File: config.mk
export PLATFORM = sky130hd
export DESIGN_NAME = pci_config_space_write_mask_top
export DESIGN_NICKNAME = d
export VERILOG_FILES = /design/src/rtl/pcs_pkg.sv /design/src/rtl/pci_config_space_write_mask_top.sv /design/src/rtl/pcs_ram.sv /design/src/rtl/pcs_lane.sv /design/src/rtl/pcs_merge.sv
export SDC_FILE = /design/constraint.sdc
export NUM_CORES = 2
export LEC_CHECK = 0
export ABC_AREA = 1
export BUFFER_PORTS_ARGS = -buffer_cell sky130_fd_sc_hd__buf_2
export CORE_MARGIN = 1.5
export CORE_UTILIZATION = 40
export DETAILED_ROUTE_END_ITERATION = 10
export PLACE_DENSITY_LB_ADDON = 0.15
export SKIP_LAST_GASP = 1
export SLEW_MARGIN = 20
export SYNTH_ARGS = -nofsm -noshare
export SYNTH_HDL_FRONTEND = slang
export SYNTH_HIERARCHICAL = 1
export SYNTH_SLANG_ARGS = --single-unit
File: constraint.sdc
create_clock -name clock -period 6.6 [get_ports clock]
set_input_delay 1.32 -clock clock [delete_from_list [all_inputs] [get_ports clock]]
set_output_delay 1.32 -clock clock [all_outputs]
set_load 0.03 [all_outputs]
File: src/rtl/pcs_pkg.sv
// Shared types, constants and helper functions for the configuration space block.
// Used by every module under rtl/ except pcs_ram.
package pcs_pkg;

   localparam int SPACE_BYTES_DEFAULT = 256;
   localparam int NUM_BARS = 6;
   localparam int LANES = 4;
   localparam int REGION_BITS = 14;
   localparam int CSR_DATA_BITS = 56;
   localparam int CSR_INDEX_BITS = 3;
   localparam int BAR_LOW_BITS = 56;
   localparam int BAR_HIGH_BITS = 42;
   localparam int SETUP_BITS = BAR_LOW_BITS + BAR_HIGH_BITS;
   localparam int REQ_DATA_BITS = 48;
   localparam int RSP_DATA_BITS = 40;

   localparam logic [2:0] ROM_SLOT = 3'd6;
   localparam logic [2:0] LEN_FULL = 3'd4;

   localparam logic [7:0] BAR_BASE = 8'h10;
   localparam logic [8:0] BAR_END = 9'(16 + 4 * NUM_BARS);
   localparam logic [7:0] ROM_BASE = 8'h30;
   localparam logic [7:0] ROM_END = 8'h34;
   localparam logic [8:0] CMD_REG = 9'h004;
   localparam logic [7:0] CMD_REG_END = 8'h06;
   localparam logic [8:0] HDR_KIND_ADDR = 9'h00e;
   localparam logic [8:0] INT_PIN_ADDR = 9'h03d;
   localparam logic [8:0] IDENT_LAST = 9'h003;
   localparam logic [8:0] CLASS_FIRST = 9'h008;
   localparam logic [8:0] CLASS_LAST = 9'h00b;
   localparam logic [8:0] DEV_RO_FIRST = 9'h010;
   localparam logic [8:0] DEV_RO_LAST = 9'h027;
   localparam logic [8:0] ROM_RO_FIRST = 9'h030;
   localparam logic [8:0] ROM_RO_LAST = 9'h033;
   localparam logic [8:0] BRG_RO_FIRST = 9'h038;
   localparam logic [8:0] BRG_RO_LAST = 9'h03b;
   localparam logic [7:0] KIND_DEVICE = 8'h00;
   localparam logic [7:0] KIND_DEVICE_MF = 8'h80;

   localparam logic [CSR_INDEX_BITS-1:0] CSR_IDENTITY = 3'd0;
   localparam logic [CSR_INDEX_BITS-1:0] CSR_CLASS = 3'd1;
   localparam logic [CSR_INDEX_BITS-1:0] CSR_HDR_KIND = 3'd2;
   localparam logic [CSR_INDEX_BITS-1:0] CSR_INT_PIN = 3'd3;
   localparam logic [CSR_INDEX_BITS-1:0] CSR_BAR_LOW = 3'd4;
   localparam logic [CSR_INDEX_BITS-1:0] CSR_BAR_HIGH = 3'd5;

   typedef enum logic [1:0] {
      ST_IDLE,
      ST_ACCESS,
      ST_LOAD
   } pcs_state_type;

   typedef struct packed {
      logic        acc;
      logic        wr;
      logic        done;
      logic [7:0]  addr;
      logic [2:0]  len;
      logic [31:0] word;
      logic [7:0]  header_kind;
   } lane_ctrl_type;

   typedef struct packed {
      logic [31:0] identity_word;
      logic [31:0] class_word;
      logic [7:0]  header_kind;
      logic [7:0]  interrupt_pin;
   } reg_view_type;

   function automatic logic byte_read_only(logic [8:0] a, logic [7:0] kind);
      logic fixed_ro;
      logic dev_ro;
      logic brg_ro;
      fixed_ro = (a <= IDENT_LAST) || (a >= CLASS_FIRST && a <= CLASS_LAST) ||
                 (a == HDR_KIND_ADDR) || (a == INT_PIN_ADDR);
      dev_ro = (a >= DEV_RO_FIRST && a <= DEV_RO_LAST) ||
               (a >= ROM_RO_FIRST && a <= ROM_RO_LAST);
      brg_ro = (a >= BRG_RO_FIRST && a <= BRG_RO_LAST);
      if (fixed_ro) begin
         return 1'b1;
      end else if (kind == KIND_DEVICE || kind == KIND_DEVICE_MF) begin
         return dev_ro;
      end else begin
         return brg_ro;
      end
   endfunction

   // size code n means 2^(n-1) bytes; regions of 4 GiB and up keep no bits
   function automatic logic [31:0] size_mask(logic [5:0] code);
      logic [5:0] sh;
      sh = code - 6'd1;
      if (code == 6'd0 || sh > 6'd31) begin
         return 32'h0;
      end else begin
         return 32'hFFFF_FFFF << sh[4:0];
      end
   endfunction

endpackage

File: src/rtl/pci_config_space_write_mask_top.sv
// Configuration space with BAR/ROM write masking: four byte lanes and a merge stage.
// An accepted request passes the access state (lane RAM read) and then the load state,
// which holds while a response awaits rsp_tready; one word is in flight at a time.
// Reset (synchronous, active high) clears control, config registers and the per-byte
// valid bits; unwritten store bytes read as zero, so there is no clearing pass.
// Depends on pcs_pkg, pcs_lane, pcs_ram and pcs_merge.
module pci_config_space_write_mask_top import pcs_pkg::*; #(
   parameter int SPACE_BYTES = SPACE_BYTES_DEFAULT
) (
   input  logic                      clock,
   input  logic                      reset,
   input  logic                      req_tvalid,
   output logic                      req_tready,
   input  logic [REQ_DATA_BITS-1:0]  req_tdata,   // address[7:0], value[39:8], length[42:40]
   input  logic                      req_tuser,   // command
   output logic                      rsp_tvalid,
   input  logic                      rsp_tready,
   output logic [RSP_DATA_BITS-1:0]  rsp_tdata,   // read_data[31:0], mappings_update[32]
   input  logic                      csr_valid,
   output logic                      csr_ready,
   input  logic [CSR_INDEX_BITS-1:0] csr_index,
   input  logic [CSR_DATA_BITS-1:0]  csr_data
);

   pcs_state_type state_ff, state_in;

   logic [31:0]            identity_ff;
   logic [31:0]            class_ff;
   logic [7:0]             hdr_kind_ff;
   logic [7:0]             int_pin_ff;
   logic [BAR_LOW_BITS-1:0]  bar_low_ff;
   logic [BAR_HIGH_BITS-1:0] bar_high_ff;

   logic        cmd_ff;
   logic [7:0]  addr_ff;
   logic [31:0] val_ff;
   logic [2:0]  len_ff;

   logic        rsp_valid_ff, rsp_valid_in;
   logic [31:0] rsp_data_ff;
   logic        rsp_flag_ff;

   logic        accept;
   logic        acc;
   logic        load_go;
   logic [2:0]  len_sat;
   logic        in_rom;
   logic        in_bar;
   logic [2:0]  slot;
   logic [SETUP_BITS-1:0]  setup;
   logic [REGION_BITS-1:0] field;
   logic [31:0] mask;
   logic [31:0] masked;
   logic        done;
   logic        flag;
   logic [31:0] merged;

   lane_ctrl_type          ctrl;
   reg_view_type           regs;
   logic [LANES-1:0][7:0]  lane_bytes;

   assign accept = req_tvalid & req_tready;
   assign csr_ready = 1'b1;

   // next state
   always_comb begin
      state_in = state_ff;
      case (state_ff)
         ST_IDLE: begin
            if (accept) begin
               state_in = ST_ACCESS;
            end
         end
         ST_ACCESS: state_in = ST_LOAD;
         ST_LOAD: begin
            if (load_go) begin
               state_in = ST_IDLE;
            end
         end
         default: state_in = ST_IDLE;
      endcase
   end

   // outputs of the sequencer
   always_comb begin
      req_tready = 1'b0;
      acc = 1'b0;
      load_go = 1'b0;
      case (state_ff)
         ST_IDLE:   req_tready = 1'b1;
         ST_ACCESS: acc = 1'b1;
         ST_LOAD:   load_go = ~rsp_valid_ff | rsp_tready;
         default:   req_tready = 1'b0;
      endcase
   end

   always_ff @(posedge clock) begin
      if (reset) begin
         state_ff <= ST_IDLE;
         identity_ff <= '0;
         class_ff <= '0;
         hdr_kind_ff <= '0;
         int_pin_ff <= '0;
         bar_low_ff <= '0;
         bar_high_ff <= '0;
      end else begin
         state_ff <= state_in;
         if (csr_valid) begin
            case (csr_index)
               CSR_IDENTITY: identity_ff <= csr_data[31:0];
               CSR_CLASS:    class_ff <= csr_data[31:0];
               CSR_HDR_KIND: hdr_kind_ff <= csr_data[7:0];
               CSR_INT_PIN:  int_pin_ff <= csr_data[7:0];
               CSR_BAR_LOW:  bar_low_ff <= csr_data[BAR_LOW_BITS-1:0];
               CSR_BAR_HIGH: bar_high_ff <= csr_data[BAR_HIGH_BITS-1:0];
               default:      ;
            endcase
         end
      end
   end

   always_ff @(posedge clock) begin
      if (accept) begin
         cmd_ff <= req_tuser;
         addr_ff <= req_tdata[7:0];
         val_ff <= req_tdata[39:8];
         len_ff <= req_tdata[42:40];
      end
   end

   // BAR / ROM masking of a full-word write and the mappings-update flag
   assign len_sat = (len_ff > LEN_FULL) ? LEN_FULL : len_ff;
   assign in_rom = (addr_ff >= ROM_BASE) && (addr_ff < ROM_END);
   assign in_bar = (addr_ff >= BAR_BASE) && ({1'b0, addr_ff} < BAR_END);
   assign slot = in_rom ? ROM_SLOT : 3'((addr_ff - BAR_BASE) >> 2);
   assign setup = {bar_high_ff, bar_low_ff};
   assign field = setup[7'(slot) * 7'(REGION_BITS) +: REGION_BITS];
   assign mask = size_mask(field[5:0]);
   assign masked = in_rom ? (val_ff & (mask | 32'h1))
                          : ((val_ff & mask) | {24'h0, field[13:6]});
   assign done = ~cmd_ff && (len_sat == LEN_FULL) && (in_rom || in_bar) &&
                 (field[5:0] != 6'd0);
   assign flag = ~cmd_ff && (done || ((len_sat != 3'd0) &&
                 (({1'b0, addr_ff} + 9'(len_sat)) > CMD_REG) && (addr_ff < CMD_REG_END)));

   assign ctrl = '{
      acc:         acc,
      wr:          ~cmd_ff,
      done:        done,
      addr:        addr_ff,
      len:         len_sat,
      word:        done ? masked : val_ff,
      header_kind: hdr_kind_ff
   };

   assign regs = '{
      identity_word: identity_ff,
      class_word:    class_ff,
      header_kind:   hdr_kind_ff,
      interrupt_pin: int_pin_ff
   };

   for (genvar g = 0; g < LANES; g++) begin : g_lane
      pcs_lane #(
         .LANE        (g),
         .SPACE_BYTES (SPACE_BYTES)
      ) u_lane (
         .clock   (clock),
         .reset   (reset),
         .ctrl    (ctrl),
         .regs    (regs),
         .rd_byte (lane_bytes[g])
      );
   end

   pcs_merge u_merge (
      .lane_bytes (lane_bytes),
      .addr_lo    (addr_ff[1:0]),
      .is_read    (cmd_ff),
      .read_data  (merged)
   );

   always_comb begin
      rsp_valid_in = rsp_valid_ff;
      if (rsp_tready) begin
         rsp_valid_in = 1'b0;
      end
      if (load_go) begin
         rsp_valid_in = 1'b1;
      end
   end

   always_ff @(posedge clock) begin
      if (reset) begin
         rsp_valid_ff <= 1'b0;
      end else begin
         rsp_valid_ff <= rsp_valid_in;
      end
   end

   always_ff @(posedge clock) begin
      if (load_go) begin
         rsp_data_ff <= merged;
         rsp_flag_ff <= flag;
      end
   end

   assign rsp_tvalid = rsp_valid_ff;
   assign rsp_tdata = {7'h00, rsp_flag_ff, rsp_data_ff};

   a_accept_seq: assert property (@(posedge clock) disable iff (reset)
      accept |=> (state_ff == ST_ACCESS) ##1 (state_ff == ST_LOAD))
      else $error("accepted word did not move through access and load");

   a_write_zero: assert property (@(posedge clock) disable iff (reset)
      (load_go && !cmd_ff) |=> (rsp_tdata[31:0] == 32'h0))
      else $error("write response carries nonzero read data");

   a_read_noflag: assert property (@(posedge clock) disable iff (reset)
      (load_go && cmd_ff) |=> !rsp_tdata[32])
      else $error("read response raised mappings update");

endmodule

File: src/rtl/pcs_ram.sv
// Generic single-port-write, single-port-read RAM with registered read data.
// No dependencies.
module pcs_ram #(
   parameter int WIDTH = 8,
   parameter int DEPTH = 64
) (
   input  logic                     clock,
   input  logic                     wr_en,
   input  logic [$clog2(DEPTH)-1:0] wr_addr,
   input  logic [WIDTH-1:0]         wr_data,
   input  logic                     rd_en,
   input  logic [$clog2(DEPTH)-1:0] rd_addr,
   output logic [WIDTH-1:0]         rd_data
);

   logic [WIDTH-1:0] mem_ff [DEPTH];
   logic [WIDTH-1:0] rd_data_ff;

   always_ff @(posedge clock) begin
      if (wr_en) begin
         mem_ff[wr_addr] <= wr_data;
      end
      if (rd_en) begin
         rd_data_ff <= mem_ff[rd_addr];
      end
   end

   assign rd_data = rd_data_ff;

endmodule

File: src/rtl/pcs_lane.sv
// One byte lane of configuration space: bytes whose offset mod 4 equals LANE.
// Depends on pcs_pkg and pcs_ram.
module pcs_lane import pcs_pkg::*; #(
   parameter int LANE = 0,
   parameter int SPACE_BYTES = SPACE_BYTES_DEFAULT
) (
   input  logic          clock,
   input  logic          reset,
   input  lane_ctrl_type ctrl,
   input  reg_view_type  regs,
   output logic [7:0]    rd_byte
);

   localparam int ROWS = (SPACE_BYTES + LANES - 1) / LANES;
   localparam int RW = $clog2(ROWS);

   logic [1:0]      off;
   logic [8:0]      a;
   logic            in_space;
   logic [RW-1:0]   row;
   logic            we;
   logic            re;
   logic [7:0]      wdata;
   logic [7:0]      ram_q;
   logic [ROWS-1:0] valid_ff;
   logic [ROWS-1:0] valid_in;
   logic            valid_rd_ff;
   logic [8:0]      a_ff;

   assign off = 2'(2'(LANE) - ctrl.addr[1:0]);
   assign a = {1'b0, ctrl.addr} + 9'(off);
   assign in_space = a < 9'(SPACE_BYTES);
   assign row = a[RW+1:2];
   assign wdata = 8'(ctrl.word >> {off, 3'b000});
   assign re = ctrl.acc & ~ctrl.wr;
   assign we = ctrl.acc & ctrl.wr & in_space &
               (ctrl.done | (({1'b0, off} < ctrl.len) & ~byte_read_only(a, ctrl.header_kind)));

   always_comb begin
      valid_in = valid_ff;
      if (we) begin
         valid_in[row] = 1'b1;
      end
   end

   always_ff @(posedge clock) begin
      if (reset) begin
         valid_ff <= '0;
      end else begin
         valid_ff <= valid_in;
      end
   end

   always_ff @(posedge clock) begin
      if (re) begin
         valid_rd_ff <= in_space & valid_ff[row];
         a_ff <= a;
      end
   end

   pcs_ram #(
      .WIDTH (8),
      .DEPTH (ROWS)
   ) u_ram (
      .clock   (clock),
      .wr_en   (we),
      .wr_addr (row),
      .wr_data (wdata),
      .rd_en   (re),
      .rd_addr (row),
      .rd_data (ram_q)
   );

   always_comb begin
      if (a_ff <= IDENT_LAST) begin
         rd_byte = 8'(regs.identity_word >> {a_ff[1:0], 3'b000});
      end else if (a_ff >= CLASS_FIRST && a_ff <= CLASS_LAST) begin
         rd_byte = 8'(regs.class_word >> {a_ff[1:0], 3'b000});
      end else if (a_ff == HDR_KIND_ADDR) begin
         rd_byte = regs.header_kind;
      end else if (a_ff == INT_PIN_ADDR) begin
         rd_byte = regs.interrupt_pin;
      end else if (valid_rd_ff) begin
         rd_byte = ram_q;
      end else begin
         rd_byte = 8'h00;
      end
   end

endmodule

File: src/rtl/pcs_merge.sv
// Merges the four lane bytes into the read word, lowest byte from the start offset; writes give zero.
// Depends on pcs_pkg.
module pcs_merge import pcs_pkg::*; (
   input  logic [LANES-1:0][7:0] lane_bytes,
   input  logic [1:0]            addr_lo,
   input  logic                  is_read,
   output logic [31:0]           read_data
);

   always_comb begin
      read_data = '0;
      for (int i = 0; i < LANES; i++) begin
         read_data[8*i +: 8] = is_read ? lane_bytes[2'(addr_lo + 2'(i))] : 8'h00;
      end
   end

endmodule

==> Implementation_results.wiki <==
{| class="wikitable"
! Metric !! Value
|-
| Setup repair after global routing missed its margin || no
|-
| Final critical-path required period || 5941 ps
|-
| First-pass GRT wire length || slightly below 500,000 um
|-
| Crit Path Max Fanout || 32
|-
| Fmax || 168.3 MHz
|-
| Finish-stage setup viols || 0
|-
| Overflow left after global routing || 0
|-
| Mux contribution to synthesized area || 0%
|-
| Most frequent standard cell in the layout excluding fill and tap cells || nand2_1
|-
| Final weighted congestion in routability-driven placement || between 0.8 and 0.9
|-
| Die height || ~540 um
|-
| Number of nets in the layout || ~12,000
|-
| Final setup TNS || 0 ps
|-
| Required time of the critical path || approximately 7100 ps
|-
| Share of synthesized cell area in full adder, half adder and majority cells || less than 1%
|-
| Share of layout cells above drive strength 1 || under 10%
|-
| Type of the most critical hold path || flip-flop to flip-flop
|-
| Buffers from clock root to sink, at most || 4
|-
| Power per unit of standard cell area || 303.0 mW/mm^2
|-
| Critical path arrival || approximately 6400 ps
|-
| Area delta synth->final || 10.78%
|-
| Input/output buffers || 142
|-
| Final Routed Wirelength || about 330,000 um
|-
| Sort of element at the end of the critical path || flip-flop
|-
| Leak || around 46 nW
|-
| Flip-flop and latch count after synthesis || between 2,000 and 3,000
|-
| Worst Clk Skew || 51.09 ps
|-
| Via count of the first global-routing pass || 78,190
|-
| Reported max-cap violation count || 0
|-
| CP startpoint kind || flip-flop
|-
| Relative slew slack || about 20%
|-
| Outcome || completed
|-
| Clock latency of the later-clocked register in the worst-skew pair || 900 ps
|-
| Area contributors post-synth || edfxtp_1 57%, nand2_1 12%, nand3_1 9.1%
|-
| CTS H-tree lvls || 5
|-
| Number of design rule violations left after detail routing || 0
|-
| Avg Vias per Cell || between 5 and 6
|-
| Seq/Total Area, Yosys || approximately 64%
|-
| Setup bufs post-CTS || 0
|-
| Final count of pins violating max slew || 0
|-
| Parity-gate share of the synthesized area counting xor and xnor cells || less than 1%
|-
| Number of nets still failing antenna checks after routing || 0
|-
| Highest-count cells in the layout ignoring fill and taps || 3,743 x nand2_1, 2,190 x edfxtp_1, 2,107 x nand3_1
|-
| Clock transition at path regs || 60 ps
|-
| Synth area leader || edfxtp_1
|-
| CTS tree || built
|-
| Final worst hold slack || roughly 440 ps
|-
| Routed WL per cell || ~21 um
|-
| Yosys warning count || 6
|-
| Num CTS Buffers || ~300
|-
| Die X || between 500 and 600 um
|-
| Post-route design area || ~0.13 mm^2
|-
| Simple-gate share of the synthesized area || 25.43%
|-
| First drt pass iteration count || 9
|-
| Vias || between 80,000 and 90,000
|-
| Final period util || about nine tenths
|-
| Synthesized-area fraction occupied by ao, oa, aoi and oai cells || 4.155%
|-
| Final hold violations || 0
|-
| Number of core rows || ~200
|-
| Combined area of all synthesized cells || approximately 0.12 mm^2
|-
| Die Footprint || 0.2926 mm^2
|-
| Placed Instance Area || ~0.12 mm^2
|-
| Post_cts resized || 0
|-
| Placed wire-length estimate after detailed placement || around 200,000 um
|-
| Antenna violations before repair || 13
|-
| Peak supply drop || slightly above 0.2 mV
|-
| Worst-Margin Slew || about 1200 ps
|-
| CTS sink cnt || approximately 2,600
|-
| Hold_buf cts || 0
|-
| Core region area || 0.2879 mm^2
|-
| Pin count of the biggest net entering global routing || about 180
|-
| Combinational family with the most area after synthesis || simple AND/OR/NAND/NOR gates
|-
| Initial core utilization || 40.20%
|-
| Share of the synthesized area in the top cell type || 56.82%
|-
| Top Ports || around 160
|-
| Global Route Usage Sum || between 20 and 25%
|-
| Number of cells produced by synthesis || around 12,000
|-
| Syn avg cell area || roughly 10 um^2
|-
| Number of unique standard cell types used by synthesis || just over 60
|-
| Start-to-end type of the worst setup path || flip-flop to flip-flop
|-
| Number of violations reported at the end of detailed-routing iteration 0 || just under 8,000
|-
| Library cell used as clock root buffer || clkbuf_16
|}
## path summary, 6_finish.rpt
| path | from | endpoint | slack, ps | depth (start not counted) |
|---|---|---|---|---|
| max reg2reg | addr_ff[7] | g_lane[2].u_lane/u_ram/mem_ff[60][6] | 660 | 16 |
| min reg2reg | g_lane[0].u_lane/valid_ff[63] | g_lane[0].u_lane/valid_ff[63] | 440 | 2 |
| max | addr_ff[7] | g_lane[2].u_lane/u_ram/mem_ff[60][6] | 660 | 16 |
| min | g_lane[0].u_lane/valid_ff[63] | g_lane[0].u_lane/valid_ff[63] | 440 | 2 |
## metal layers
layer / wire length, um / global-route usage (%)
met5: 25 / 0
met4: 9130 / 6.110
met3: 19860 / 2.891
met2: 150400 / 34.57
met1: 145800 / 30.71
## report_power, final
part           internal, mW  switching [mW]
combinational         0.959            3.33
clock                  9.35            6.73
sequential             18.4          0.0468
total                  28.7            10.1
## cells by family (layout without fill, tap and decap cells)
kind of cell	Yosys count	count (layout)
flip-flops	2627	2627
AND/OR/NAND/NOR	6854	6854
buffers and inverters	1226	1385
adder cells (fa/ha/maj)	16	16
other	2	18
AO/OA/AOI/OAI	878	878
XOR/XNOR	4	4
## registers in the layout, indices dropped and copies added, names as in the netlist, 42 cells and up
register and cells:
bar_high_ff 42, bar_low_ff 56, g_lane.u_lane/u_ram/mem_ff 2048, g_lane.u_lane/valid_ff 256
## cell usage after synthesis (all sizes together)
| master | number |
|---|---|
| clkbuf | 191 |
| a21oi | 497 |
| a211oi | 4 |
| xnor2 | 1 |
| ha | 15 |
| fa | 1 |
| o21bai | 9 |
| a31oi | 24 |
| xor2 | 3 |
| nor3 | 13 |
| nand4 | 63 |
| nor4 | 40 |
| edfxtp | 2190 |
| nor2 | 774 |
| o21ai | 207 |
| a22oi | 8 |
| nand3 | 2166 |
| buf | 526 |
| clkinv | 5 |
| o22ai | 64 |
| and2 | 1 |
| nand3b | 6 |
| a21boi | 28 |
| or2 | 3 |
| o211ai | 19 |
| and3 | 3 |
| nand2 | 3785 |
| o41ai | 1 |
| conb | 2 |
| dfxtp | 437 |
| a21o | 1 |
| a22o | 16 |
| dlygate4sd1 | 1 |
| inv | 503 |
## area by class of cell
cell class | count | area (um^2)
Antenna cell | 10 | 25.02
Clock buffer | 381 | 8014
Multi-Input combinational cell | 7760 | 35070
Sequential cell | 2627 | 74510
Clock inverter | 157 | 1475
Tap cell | 3781 | 4731
Inverter | 508 | 1962
Timing Repair Buffer | 339 | 2422
Fill cell | 27160 | 159700
## worst max-delay path, cell delays in order (launching register included)
cell,delay (ps)
edfxtp_1,390
nor2_1,460
nand3_4,480
nand2_4,360
nand3_1,130
nand2_2,150
inv_1,120
ha_1,250
nand4_4,140
nand2_4,90
inv_2,510
inv_1,220
nand2_2,150
nand2_4,90
inv_1,300
nand4_1,730
nor2_1,920
## metrics by stage
stage	total power [mW]	util [%]	setup slack, ps	instances
after floorplan	21.69	-	1428	11610
after global placement	23.03	41.18	794.3	15010
after detailed placement	23.09	41.20	768.5	15010
after CTS	39.19	44.49	738.0	15550
after global routing	40.20	44.53	437.3	15560
final	38.84	44.53	658.7	15560
(Power assumes the default switching activity.)
